## config.mk

```make
export PLATFORM = sky130hd
export DESIGN_NAME = hmbs_queue
export DESIGN_NICKNAME = d
export VERILOG_FILES = /design/src/hdl/hmbs_pkg.sv /design/src/hdl/hmbs_queue.sv
export SDC_FILE = /design/constraint.sdc
export NUM_CORES = 1
export LEC_CHECK = 0
export ABC_CLOCK_PERIOD_IN_PS = 3960
export BUFFER_PORTS_ARGS = -buffer_cell sky130_fd_sc_hd__buf_2
export CAP_MARGIN = 20
export CORE_MARGIN = 1.5
export CORE_UTILIZATION = 45
export DETAILED_ROUTE_END_ITERATION = 10
export PLACE_DENSITY = 0.7
export SYNTH_ARGS = -nofsm -noshare
export SYNTH_HDL_FRONTEND = slang
export SYNTH_SLANG_ARGS = --single-unit
export TNS_END_PERCENT = 100
```

## constraint.sdc

```tcl
create_clock -name clk -period 3.96 [get_ports clk]
set_clock_uncertainty 0.05 [all_clocks]
set_input_delay 0.99 -clock clk [delete_from_list [all_inputs] [get_ports clk]]
set_output_delay 0.99 -clock clk [all_outputs]
set_load 0.01 [all_outputs]
```

## src/hdl/hmbs_pkg.sv

```systemverilog
`default_nettype none

package hmbs_pkg;

	// Grid geometry and fixed point format
	localparam int MAX_COLS  = 256;
	localparam int MAX_ROWS  = 256;
	localparam int FRAC_BITS = 8;

	localparam int COL_W  = $clog2(MAX_COLS);
	localparam int ROW_W  = $clog2(MAX_ROWS);
	localparam int CELL_W = (COL_W > ROW_W) ? COL_W : ROW_W;
	localparam int ADDR_W = COL_W + ROW_W;
	localparam int DEPTH  = MAX_COLS * MAX_ROWS;

	// Field widths
	localparam int HEIGHT_W = 16;
	localparam int POS_W    = 24;
	localparam int SIZE_W   = 9;
	localparam int SCALE_W  = 16;

	// Fraction carries one extra bit: it reaches one on the last column or row
	localparam int FRAC_W = FRAC_BITS + 1;
	// Corner weight wx*wz, at most one squared
	localparam int WGT_W  = 2 * FRAC_BITS + 1;

	// Configuration port
	localparam int CFG_IDX_W  = 2;
	localparam int CFG_DATA_W = 16;
	localparam logic [CFG_IDX_W-1:0] REG_GRID_WIDTH  = CFG_IDX_W'(0);
	localparam logic [CFG_IDX_W-1:0] REG_GRID_LENGTH = CFG_IDX_W'(1);
	localparam logic [CFG_IDX_W-1:0] REG_INV_SCALE   = CFG_IDX_W'(2);

	localparam logic [SIZE_W-1:0]  RST_GRID_WIDTH  = SIZE_W'(256);
	localparam logic [SIZE_W-1:0]  RST_GRID_LENGTH = SIZE_W'(256);
	localparam logic [SCALE_W-1:0] RST_INV_SCALE   = SCALE_W'(256);

	// Action codes
	localparam logic ACT_WRITE  = 1'b0;
	localparam logic ACT_SAMPLE = 1'b1;

	typedef struct packed {
		logic [SIZE_W-1:0]  grid_width;
		logic [SIZE_W-1:0]  grid_length;
		logic [SCALE_W-1:0] inv_scale;
	} hmbs_cfg_t;

	// Command passed from front to back
	typedef struct packed {
		logic                is_write;
		logic [COL_W-1:0]    col;
		logic [ROW_W-1:0]    row;
		logic [FRAC_W-1:0]   fx;
		logic [FRAC_W-1:0]   fz;
		logic [HEIGHT_W-1:0] data;
	} hmbs_cmd_t;

	typedef enum logic [1:0] {
		ST_IDLE,
		ST_RUN,
		ST_FIN
	} hmbs_state_t;

endpackage

`default_nettype wire

```

## src/hdl/hmbs_queue.sv

```systemverilog
`default_nettype none

module hmbs_queue (
	input  wire logic                clk,
	input  wire logic                arst_n,
	input  wire logic                push_valid,
	output      logic                push_ready,
	input  wire hmbs_pkg::hmbs_cmd_t push_data,
	output      logic                pop_valid,
	input  wire logic                pop_ready,
	output      hmbs_pkg::hmbs_cmd_t pop_data
);

	localparam int QDEPTH = 2;
	localparam int PTR_W  = $clog2(QDEPTH);

	hmbs_pkg::hmbs_cmd_t mem_q [QDEPTH];
	logic [PTR_W-1:0]    wr_ptr_q;
	logic [PTR_W-1:0]    rd_ptr_q;
	logic [PTR_W:0]      count_q;
	logic                push;
	logic                pop;

	assign push_ready = (count_q != (PTR_W+1)'(QDEPTH));
	assign pop_valid  = (count_q != '0);
	assign pop_data   = mem_q[rd_ptr_q];
	assign push       = push_valid && push_ready;
	assign pop        = pop_valid && pop_ready;

	// Pointers and fill count
	always_ff @(posedge clk or negedge arst_n) begin
		if (!arst_n) begin
			wr_ptr_q <= '0;
			rd_ptr_q <= '0;
			count_q  <= '0;
		end else begin
			if (push) begin
				wr_ptr_q <= wr_ptr_q + PTR_W'(1);
			end
			if (pop) begin
				rd_ptr_q <= rd_ptr_q + PTR_W'(1);
			end
			if (push && !pop) begin
				count_q <= count_q + (PTR_W+1)'(1);
			end else if (pop && !push) begin
				count_q <= count_q - (PTR_W+1)'(1);
			end
		end
	end

	// Entry storage
	always_ff @(posedge clk) begin
		if (push) begin
			mem_q[wr_ptr_q] <= push_data;
		end
	end

endmodule

`default_nettype wire

```

==> metrics.cfg <==
[placement]
post_dp_cell_area_mm2 = 0.004748
numPortBuffers = 107
place.gp.congestion = 0.7255
pre_cts_ws_ns = 1.268
dp_cells = 391

[global_routing]
grt_overflow = 0
antenna_found_initial = 0
grt_pass1_vias = 1924
grt_start_max_net_pins = 33
grt_pass1_wl_um = 9349
grt.total_usage_pct = 12.92

[sta]
worst_slew_pin_slew_ns = 0.7849
fin_setup_tns_ns = 0
max_slew_margin_pct = 47.55
max_clock_freq_mhz = 327.8
post-route-period-util_pct = 77.04
rsz0062_at_grt = no
finalMaxSlewViolations = 0
fin_crit_ns = 3.051
fin_ws_ns = 0.9092
hold_violations = 0
setup_viol = 0

[final_layout]
drive_gt1_share_pct = 60.40
regArea_mm2 = 0.003167
diodes = 0
multi_input_area_um2 = 857.1
syn_to_final_growth_pct = 19.68
nets = 350
fill_cells = 674
fin_area_mm2 = 0.004938
final_cells = 406

[yosys]
synth_seq_cells = 106
ys_seq_area_share_pct = 76.65
synth.area.top_cells = edfxtp_1 74%, mux2_4 18%, buf_12 2.4%
ys_types = 15
syn_avg_cell_area_um2 = 23.31
yosys_warnings = 0
netlist_area_mm2 = 0.004126
syn_nets = 233
synth_top_area_share_pct = 74.23
yosysTopAreaCell = edfxtp_1
syn_inst = 177

[clock_tree]
postCtsHoldBufs = 0
htree_levels = 3
clockBufferDepth = 2
cts-root-buf = clkbuf_8
cts_tree = yes
clk_latency_ns = 0.35
cts_resized = 0
cts_sinks = 106
cts_setup_buffers = 0
clkTransAtPathRegs_ns = 0.09
numCtsBuffers = 9

[setup_path]
crit_fanout = 32
crit_arrival_ns = 2.01
worstPathRequired_ns = 2.92
crit_path_end_kind = output port
worstSetupPathType = reg -> out
cp-start-kind = flop

[floorplan]
die-area_mm2 = 0.009754
coreArea_mm2 = 0.008806
start_util_pct = 46.86
fp.dieW_um = 98.76
ios = 108
std_cell_rows = 34
die_y_um = 98.76

[detailed_routing]
firstDrtPassIters = 8
vias_per_cell = 4.771
drt_iter0_drc = 71
wl_um = 6229
drcViolationCount = 8
final_antenna_net_count = 0
wl_per_cell_um = 15.34
vias = 1937

[outcome]
violations = design-rule violations
outcome = complete, but fails checks

[pwr]
finalPower_mw = 3.475
power_density_mw_per_mm2 = 703.6
ir_worst_vdd_mv = 0.4486
p_leak_nw = 1.991

[min_path]
min_path_type = in -> async

[job]
max_cap_viol_count = 0

## power breakdown
group	internal, mW	switching (mW)
clock	0.291	0.348
combinational	0.634	0.507
sequential	1.54	0.159
total	2.46	1.01
## per-layer routing
metal	share of wire (%)	global-route usage (%)	up-vias
met4	1.0	6.264	0
met2	48	21.64	74
met3	6.4	2.837	9
met5	0	0	-
li1	-	-	921
met1	44	15.99	933
## layout make-up
type / count / share of cell area, %
sequential: 106 / 64.12
clock inverter: 6 / 1.343
inverter: 1 / 0.07601
timing repair buffer: 112 / 11.86
clock buffer: 9 / 2.508
multi-input combinational: 64 / 17.35
tap: 108 / 2.736
## per-stage QoR
step | util [%] | hold slack [ns]
floorplan | - | 0.4064
global placement | 53.92 | 0.4212
detailed placement | 53.92 | 0.4509
CTS | 56.08 | 0.3569
global route | 56.08 | 0.3677
finish | 56.08 | 0.3714
## logic make-up after synthesis
group / Yosys count / synth area share, %
xor gates and xnor gates: 5 / 1.061
adders and majority gates: 1 / 0.3032
buffers and inverters: 7 / 2.790
DFF: 106 / 76.65
muxes: 51 / 18.37
and+or+nand+nor: 7 / 0.8191
## worst paths after layout
check	startpoint	to	slack [ns]	depth (start not counted)
max in group asynchronous	arst_n	rd_ptr_q	3.36	1
max	rd_ptr_q	pop_data[3]	0.91	3
min	arst_n	count_q[0]	0.37	1
min reg2reg	count_q[1]	count_q[1]	0.47	1
min in group clk	count_q[1]	count_q[1]	0.47	1
max reg2reg	count_q[0]	mem_q[1][22]	1.95	3
## flip-flops by register name, summed over array words and instances (netlist names)
register	cells
mem_q	102
count_q	2
rd_ptr_q	1
wr_ptr_q	1
## placed cells by master (no fill, tap or decap), drive strengths merged
cell type  instances
mux2              51
or2                1
nand2              2
clkbuf             9
clkinv             1
xnor2              3
dfrtp              4
buf              112
xor2               2
inv                3
bufinv             1
and3               1
ha                 1
edfxtp           102
nand2b             1
clkinvlp           2
nor2               2
## worst max-delay path: stages, from the launching register on
cell and delay [ns]:
dfrtp_4 0.83, buf_4 0.36, mux2_4 0.32, buf_2 0.14
## synthesized netlist by cell type
cell        n
xnor2_1     3
ha_1        1
edfxtp_1  102
xor2_1      2
nand2b_1    1
mux2_2      2
buf_6       1
inv_1       1
and3_1      1
dfrtp_1     4
nor2_1      2
nand2_1     2
mux2_4     49
buf_12      5
or2_1       1
(Power assumes the default switching activity.)
