$ cat src/hdl/hmbs_pkg.sv
`default_nettype none

package hmbs_pkg;

	// Grid geometry and fixed point format
	localparam int MAX_COLS  = 256;
	localparam int MAX_ROWS  = 256;
	localparam int FRAC_BITS = 8;

	localparam int COL_W  = $clog2(MAX_COLS);
	localparam int ROW_W  = $clog2(MAX_ROWS);
	localparam int CELL_W = (COL_W > ROW_W) ? COL_W : ROW_W;
	localparam int ADDR_W = COL_W + ROW_W;
	localparam int DEPTH  = MAX_COLS * MAX_ROWS;

	// Field widths
	localparam int HEIGHT_W = 16;
	localparam int POS_W    = 24;
	localparam int SIZE_W   = 9;
	localparam int SCALE_W  = 16;

	// Fraction carries one extra bit: it reaches one on the last column or row
	localparam int FRAC_W = FRAC_BITS + 1;
	// Corner weight wx*wz, at most one squared
	localparam int WGT_W  = 2 * FRAC_BITS + 1;

	// Configuration port
	localparam int CFG_IDX_W  = 2;
	localparam int CFG_DATA_W = 16;
	localparam logic [CFG_IDX_W-1:0] REG_GRID_WIDTH  = CFG_IDX_W'(0);
	localparam logic [CFG_IDX_W-1:0] REG_GRID_LENGTH = CFG_IDX_W'(1);
	localparam logic [CFG_IDX_W-1:0] REG_INV_SCALE   = CFG_IDX_W'(2);

	localparam logic [SIZE_W-1:0]  RST_GRID_WIDTH  = SIZE_W'(256);
	localparam logic [SIZE_W-1:0]  RST_GRID_LENGTH = SIZE_W'(256);
	localparam logic [SCALE_W-1:0] RST_INV_SCALE   = SCALE_W'(256);

	// Action codes
	localparam logic ACT_WRITE  = 1'b0;
	localparam logic ACT_SAMPLE = 1'b1;

	typedef struct packed {
		logic [SIZE_W-1:0]  grid_width;
		logic [SIZE_W-1:0]  grid_length;
		logic [SCALE_W-1:0] inv_scale;
	} hmbs_cfg_t;

	// Command passed from front to back
	typedef struct packed {
		logic                is_write;
		logic [COL_W-1:0]    col;
		logic [ROW_W-1:0]    row;
		logic [FRAC_W-1:0]   fx;
		logic [FRAC_W-1:0]   fz;
		logic [HEIGHT_W-1:0] data;
	} hmbs_cmd_t;

	typedef enum logic [1:0] {
		ST_IDLE,
		ST_RUN,
		ST_FIN
	} hmbs_state_t;

endpackage

`default_nettype wire

$ cat src/hdl/hmbs_if.sv
`default_nettype none

// Request channel: height writes and sample positions
interface hmbs_req_if;
	logic                               valid;
	logic                               ready;
	logic                               action;
	logic [hmbs_pkg::COL_W-1:0]         col;
	logic [hmbs_pkg::ROW_W-1:0]         row;
	logic signed [hmbs_pkg::HEIGHT_W-1:0] height_value;
	logic signed [hmbs_pkg::POS_W-1:0]  pos_x;
	logic signed [hmbs_pkg::POS_W-1:0]  pos_z;

	modport source (output valid, action, col, row, height_value, pos_x, pos_z, input ready);
	modport sink   (input valid, action, col, row, height_value, pos_x, pos_z, output ready);
endinterface


`default_nettype wire

$ cat src/hdl/hmbs_front.sv
`default_nettype none

module hmbs_front (
	input  wire logic                clk,
	input  wire logic                arst_n,
	input  wire hmbs_pkg::hmbs_cfg_t cfg,
	hmbs_req_if.sink                 req,
	output      logic                push_valid,
	input  wire logic                push_ready,
	output      hmbs_pkg::hmbs_cmd_t push_data
);

	// Q16.8 position times Q8.8 scale gives sixteen fraction bits
	localparam int PROD_W = hmbs_pkg::POS_W + hmbs_pkg::SCALE_W + 1;
	localparam int SHIFT  = 2 * 8 - hmbs_pkg::FRAC_BITS;
	localparam int CRD_W  = hmbs_pkg::CELL_W + hmbs_pkg::FRAC_BITS;
	localparam int ONE    = 1 << hmbs_pkg::FRAC_BITS;

	function automatic logic [hmbs_pkg::SIZE_W-1:0] clamp_size(
		input logic [hmbs_pkg::SIZE_W-1:0] v,
		input logic [hmbs_pkg::SIZE_W-1:0] hi
	);
		logic [hmbs_pkg::SIZE_W-1:0] r;
		if (v < hmbs_pkg::SIZE_W'(2)) begin
			r = hmbs_pkg::SIZE_W'(2);
		end else if (v > hi) begin
			r = hi;
		end else begin
			r = v;
		end
		return r;
	endfunction

	// Clamp a scaled coordinate to [0, n-1] and split it into cell and fraction
	function automatic logic [hmbs_pkg::CELL_W+hmbs_pkg::FRAC_W-1:0] split_coord(
		input logic signed [PROD_W-1:0]   p,
		input logic [hmbs_pkg::SIZE_W-1:0] n
	);
		logic [PROD_W-1:0]                 c;
		logic [CRD_W-1:0]                  lim;
		logic [CRD_W-1:0]                  crd;
		logic [hmbs_pkg::SIZE_W-1:0]       nm1;
		logic [hmbs_pkg::CELL_W-1:0]       cidx;
		logic [hmbs_pkg::FRAC_W-1:0]       frac;
		nm1 = n - hmbs_pkg::SIZE_W'(1);
		lim = {nm1[hmbs_pkg::CELL_W-1:0], hmbs_pkg::FRAC_BITS'(0)};
		c   = $unsigned(p) >> SHIFT;
		if (p < 0) begin
			crd = '0;
		end else if (c > PROD_W'(lim)) begin
			crd = lim;
		end else begin
			crd = c[CRD_W-1:0];
		end
		cidx = crd[CRD_W-1:hmbs_pkg::FRAC_BITS];
		frac = {1'b0, crd[hmbs_pkg::FRAC_BITS-1:0]};
		// last column or row: step back one cell, fraction becomes one
		if (hmbs_pkg::SIZE_W'(cidx) == nm1) begin
			cidx = cidx - hmbs_pkg::CELL_W'(1);
			frac = frac + hmbs_pkg::FRAC_W'(ONE);
		end
		return {cidx, frac};
	endfunction

	logic                                  v_s1;
	logic                                  is_write_s1;
	logic [hmbs_pkg::COL_W-1:0]            col_s1;
	logic [hmbs_pkg::ROW_W-1:0]            row_s1;
	logic [hmbs_pkg::HEIGHT_W-1:0]         data_s1;
	logic signed [PROD_W-1:0]              px_s1;
	logic signed [PROD_W-1:0]              pz_s1;
	logic                                  in_fire;
	logic [hmbs_pkg::SIZE_W-1:0]           w_eff;
	logic [hmbs_pkg::SIZE_W-1:0]           l_eff;
	logic [hmbs_pkg::CELL_W+hmbs_pkg::FRAC_W-1:0] xs;
	logic [hmbs_pkg::CELL_W+hmbs_pkg::FRAC_W-1:0] zs;

	assign req.ready = !v_s1 || push_ready;
	assign in_fire   = req.valid && req.ready;

	// Stage 1 valid
	always_ff @(posedge clk or negedge arst_n) begin
		if (!arst_n) begin
			v_s1 <= 1'b0;
		end else if (in_fire) begin
			v_s1 <= 1'b1;
		end else if (push_ready) begin
			v_s1 <= 1'b0;
		end
	end

	// Stage 1 payload: scale multiply
	always_ff @(posedge clk) begin
		if (in_fire) begin
			is_write_s1 <= (req.action == hmbs_pkg::ACT_WRITE);
			col_s1      <= req.col;
			row_s1      <= req.row;
			data_s1     <= req.height_value;
			px_s1       <= PROD_W'(req.pos_x) * PROD_W'($signed({1'b0, cfg.inv_scale}));
			pz_s1       <= PROD_W'(req.pos_z) * PROD_W'($signed({1'b0, cfg.inv_scale}));
		end
	end

	// Clamp, cell pick, build command
	assign w_eff = clamp_size(cfg.grid_width, hmbs_pkg::SIZE_W'(hmbs_pkg::MAX_COLS));
	assign l_eff = clamp_size(cfg.grid_length, hmbs_pkg::SIZE_W'(hmbs_pkg::MAX_ROWS));
	assign xs    = split_coord(px_s1, w_eff);
	assign zs    = split_coord(pz_s1, l_eff);

	always_comb begin
		push_data          = '0;
		push_data.is_write = is_write_s1;
		push_data.data     = data_s1;
		if (is_write_s1) begin
			push_data.col = col_s1;
			push_data.row = row_s1;
		end else begin
			push_data.col = xs[hmbs_pkg::FRAC_W +: hmbs_pkg::COL_W];
			push_data.fx  = xs[hmbs_pkg::FRAC_W-1:0];
			push_data.row = zs[hmbs_pkg::FRAC_W +: hmbs_pkg::ROW_W];
			push_data.fz  = zs[hmbs_pkg::FRAC_W-1:0];
		end
	end

	assign push_valid = v_s1;

endmodule

`default_nettype wire

$ cat src/flat_wrapper.sv
// flat-port wrapper written by rule: the top's interface ports become plain ports
module hmbs_front_flat 
  (clk, arst_n, cfg, push_valid, push_ready, push_data, req_valid, req_action, req_col, req_row, req_height_value, req_pos_x, req_pos_z, req_ready);
  hmbs_req_if req_i ();
  input  wire logic clk;
  input  wire logic arst_n;
  input  wire hmbs_pkg::hmbs_cfg_t cfg;
  output      logic push_valid;
  input  wire logic push_ready;
  output      hmbs_pkg::hmbs_cmd_t push_data;
  input wire logic [$bits(req_i.valid)-1:0] req_valid;
  input wire logic [$bits(req_i.action)-1:0] req_action;
  input wire logic [$bits(req_i.col)-1:0] req_col;
  input wire logic [$bits(req_i.row)-1:0] req_row;
  input wire logic [$bits(req_i.height_value)-1:0] req_height_value;
  input wire logic [$bits(req_i.pos_x)-1:0] req_pos_x;
  input wire logic [$bits(req_i.pos_z)-1:0] req_pos_z;
  output wire logic [$bits(req_i.ready)-1:0] req_ready;
  assign req_i.valid = req_valid;
  assign req_i.action = req_action;
  assign req_i.col = req_col;
  assign req_i.row = req_row;
  assign req_i.height_value = req_height_value;
  assign req_i.pos_x = req_pos_x;
  assign req_i.pos_z = req_pos_z;
  assign req_ready = req_i.ready;
  hmbs_front u_core (.clk(clk), .arst_n(arst_n), .cfg(cfg), .req(req_i), .push_valid(push_valid), .push_ready(push_ready), .push_data(push_data));
endmodule
$ cat config.mk
export PLATFORM = sky130hd
export DESIGN_NAME = hmbs_front_flat
export DESIGN_NICKNAME = d
export VERILOG_FILES = /design/src/hdl/hmbs_pkg.sv /design/src/hdl/hmbs_if.sv /design/src/hdl/hmbs_front.sv /design/src/flat_wrapper.sv
export SDC_FILE = /design/constraint.sdc
export NUM_CORES = 2
export LEC_CHECK = 0
export BUFFER_PORTS_ARGS = -buffer_cell sky130_fd_sc_hd__buf_2
export CORE_MARGIN = 2
export CORE_UTILIZATION = 55
export DETAILED_ROUTE_END_ITERATION = 10
export GPL_TIMING_DRIVEN = 0
export PLACE_DENSITY = 0.73
export SLEW_MARGIN = 20
export SYNTH_ARGS = -nofsm -noshare
export SYNTH_HDL_FRONTEND = slang
export SYNTH_SLANG_ARGS = --single-unit
$ cat constraint.sdc
create_clock -name clk -period 11.4 [get_ports clk]
set_clock_uncertainty 0.05 [all_clocks]
set_input_delay 0 -clock clk [delete_from_list [all_inputs] [get_ports clk]]
set_output_delay 0 -clock clk [all_outputs]
set_load 0.02 [all_outputs]
==> impl_metrics.csv <==
group,metric,value,unit
floorplan,die_h,246,microns
floorplan,core-area,0.0578,sq mm
setup_path,required,11.51,ns
setup_path,end_kind,"register",
detailed_routing,wire_per_inst,18.7,microns
cells_and_area,n_antenna_cell,0,
sta,setup_violations,0,
setup_path,arrival,8.05,ns
sta,final-hold-violation-count,0,
synth,syn_nets,4578,
synth,synth_area,0.0322,sq mm
clock_tree,clock-root-buffer,"clkbuf_16",
cells_and_area,fillCellCount,5067,
sta,grt_setup_unrepaired,"no",
floorplan,die_w,246,microns
cells_and_area,final_nets,4780,
synth,synthFlopType,"edfxtp_1",
detailed_routing,vias,24200,
clock_tree,ctsResizeCount,0,
sta,period_share,69.6,%
run,drv_cap,0,
synth,synth_area_leaders,"fa_1 47%, inv_1 11%, edfxtp_1 9.2%, ha_1 8.2%, nand2_1 6.2%",
sta,max_clock_freq,126,MHz
clock_tree,clk_latency,0.40,ns
clock_tree,postCtsHoldBufs,37,
synth,yosysTopAreaCell,"fa_1",
worst_hold_path,hold_path_class,"in2reg",
status,outcome,"finished with violations",
cells_and_area,mostFrequentLayoutCell,"inv_1",
clock_tree,postCtsSetupRepairBufs,0,
floorplan,die-area,0.0604,sq mm
global_route,grt_pass1_vias,25400,
sta,tightest_slew,1.16,ns
sta,timing.final.crit_period,7.94,ns
global_route,grt_pass1_wl,134,mm
clock_tree,cts_sinks,100,
clock_tree,clockBufferDepth,2,
setup_path,worst-setup-path-type,"in2reg",
sta,tns,0,ns
synth,yosys_warnings,0,
cells_and_area,layout_common_cells,"939 x inv_1, 750 x fa_1, 529 x nand2_1",
clock_tree,cts-buffers-inserted,9,
floorplan,start_util,55.6,%
synth,synth_edf_count,99,
clock_tree,cts_tree,"done",
synth,ys_types,70,
placement,port_buffers,153,
placement,dp_cells,4417,
detailed_routing,vias_per_cell,5.41,
floorplan,ios,172,
cells_and_area,stdcell_count,4470,
worst_hold_path,hold_depth,2,
cells_and_area,drive_gt1_share,5.51,%
detailed_routing,wirelength,83.5,mm
cells_and_area,syn_to_final_growth,7.67,%
placement,dpl.hpwl,69.8,mm
setup_path,path_max_fanout,10,
synth,syn_inst,3498,
placement,routabilityCongestion,0.954,
synth,async_reset_ff_share,1.00,%
sta,drv_slew,0,
global_route,grt_overflow,0,
global_route,grt_use_total,29.3,%
global_route,grt_max_degree,53,
clock_tree,path_clk_slew,0.08,ns
sta,slew_headroom,22.8,%
synth,ys_seq_area_share,9.32,%
setup_path,reg2reg_depth,3,
synth,syn_area_per_cell,9.19,sq um
detailed_routing,dr.pass1.iters,8,
synth,synth_seq_cells,100,
detailed_routing,ant_nets,0,
setup_path,start_kind,"input port",
status,violations,"DRC",
clock_tree,h-tree-depth,3,
global_route,antenna_found_initial,5,
floorplan,row_count,88,
synth,yosys.area.top_type_share,46.7,%
detailed_routing,drc,1,
detailed_routing,drt-initial-drc-count,1903,
[routing by layer]
| metal | global-route usage [%] | wire length (microns) | vias up | part of all wire, % |
|---|---|---|---|---|
| met5 | 0 | 42 | - | 0.050 |
| met4 | 11.7 | 3670 | 6 | 4.4 |
| met3 | 7.54 | 8900 | 237 | 11 |
| met2 | 47.4 | 39300 | 1118 | 47 |
| met1 | 37.8 | 31600 | 12200 | 38 |
| li1 | - | - | 10700 | - |
[metrics by stage]
step	setup slack [ns]	cell area [sq um]	utilization [%]	hold slack [ns]
floorplan	4.86	32200	-	-0.346
global placement	3.33	33900	58.6	-0.276
detailed placement	3.27	33900	58.7	-0.273
CTS	3.69	34600	59.9	0.218
global route	3.04	34600	59.9	0.240
finish	3.46	34600	59.9	0.252
[state kept, by name, summed over array words and instances, names as in the netlist]
register and cells:
u_core.col_s1 8, u_core.is_write_s1 1, u_core.px_s1 33, u_core.data_s1 16
u_core.row_s1 8, u_core.pz_s1 33, u_core.push_valid 1
[final timing paths]
| kind | startpoint | slack [ns] | endpoint |
|---|---|---|---|
| max | cfg[4] | 3.46 | u_core.pz_s1[38] |
| min | req_row[7] | 0.25 | u_core.row_s1[7] |
| max reg2reg | u_core.push_valid | 9.44 | u_core.px_s1[40] |
| min reg2reg | u_core.push_valid | 1.06 | u_core.data_s1[7] |
| max in group asynchronous | arst_n | 10.80 | u_core.push_valid |
| min in group asynchronous | arst_n | 0.39 | u_core.push_valid |
[critical path, stage by stage]
cell and delay (ns):
clkbuf_1 0.59, clkbuf_1 0.69, nand2_1 0.15, fa_1 0.51, inv_1 0.05, fa_1 0.53, inv_1 0.05, fa_1 0.49
inv_1 0.05, fa_1 0.48, fa_1 0.48, inv_1 0.05, fa_1 0.47, inv_1 0.04, ha_1 0.31, a21o_1 0.18
a211oi_1 0.44, a21oi_1 0.22, nor4bb_1 0.25, o21ai_0 0.44, nand2_1 0.15, o41ai_1 0.77, o21ai_0 0.29, a31oi_1 0.25
xnor2_1 0.08
[Yosys cell counts, types with 5 or more instances]
cell and n:
o2111ai_1 6, nand3_1 17, and3_1 18, inv_1 939, a31oi_1 7, o211ai_1 10
o21bai_1 8, mux2_2 7, ha_1 211, o21ai_0 40, nor4_1 10, o21a_1 10
a21o_1 26, xnor2_1 68, nor3_1 20, and2_1 294, nand4_1 11, edfxtp_1 99
clkbuf_1 137, mux2i_1 13, nand2b_1 5, or4_1 6, fa_1 750, a21oi_1 51
nor2b_1 15, xor2_1 23, a211oi_1 6, nor2_1 78, nand2_1 529, or2_2 6
[layout make-up]
cell class	instances	area, sq um	area share [%]
Clock inverter	7	118	0.340
Inverter	939	3520	10.2
Sequential cell	100	3000	8.66
Timing Repair Buffer	191	1160	3.36
Clock buffer	9	225	0.650
Multi-Input combinational cell	2318	25100	72.5
Buffer	141	543	1.57
Tap cell	765	957	2.76
[cell families after synthesis]
logic type / share of synthesized area, %
xor+xnor: 2.48
simple gates: 15.4
flops: 9.32
compound gates: 4.43
fa+ha+maj: 55.0
mux: 0.735
buf+inv: 12.6
Power is not shown: default switching activity piles up to over one toggle a cycle in this logic, so the estimate is an artifact.
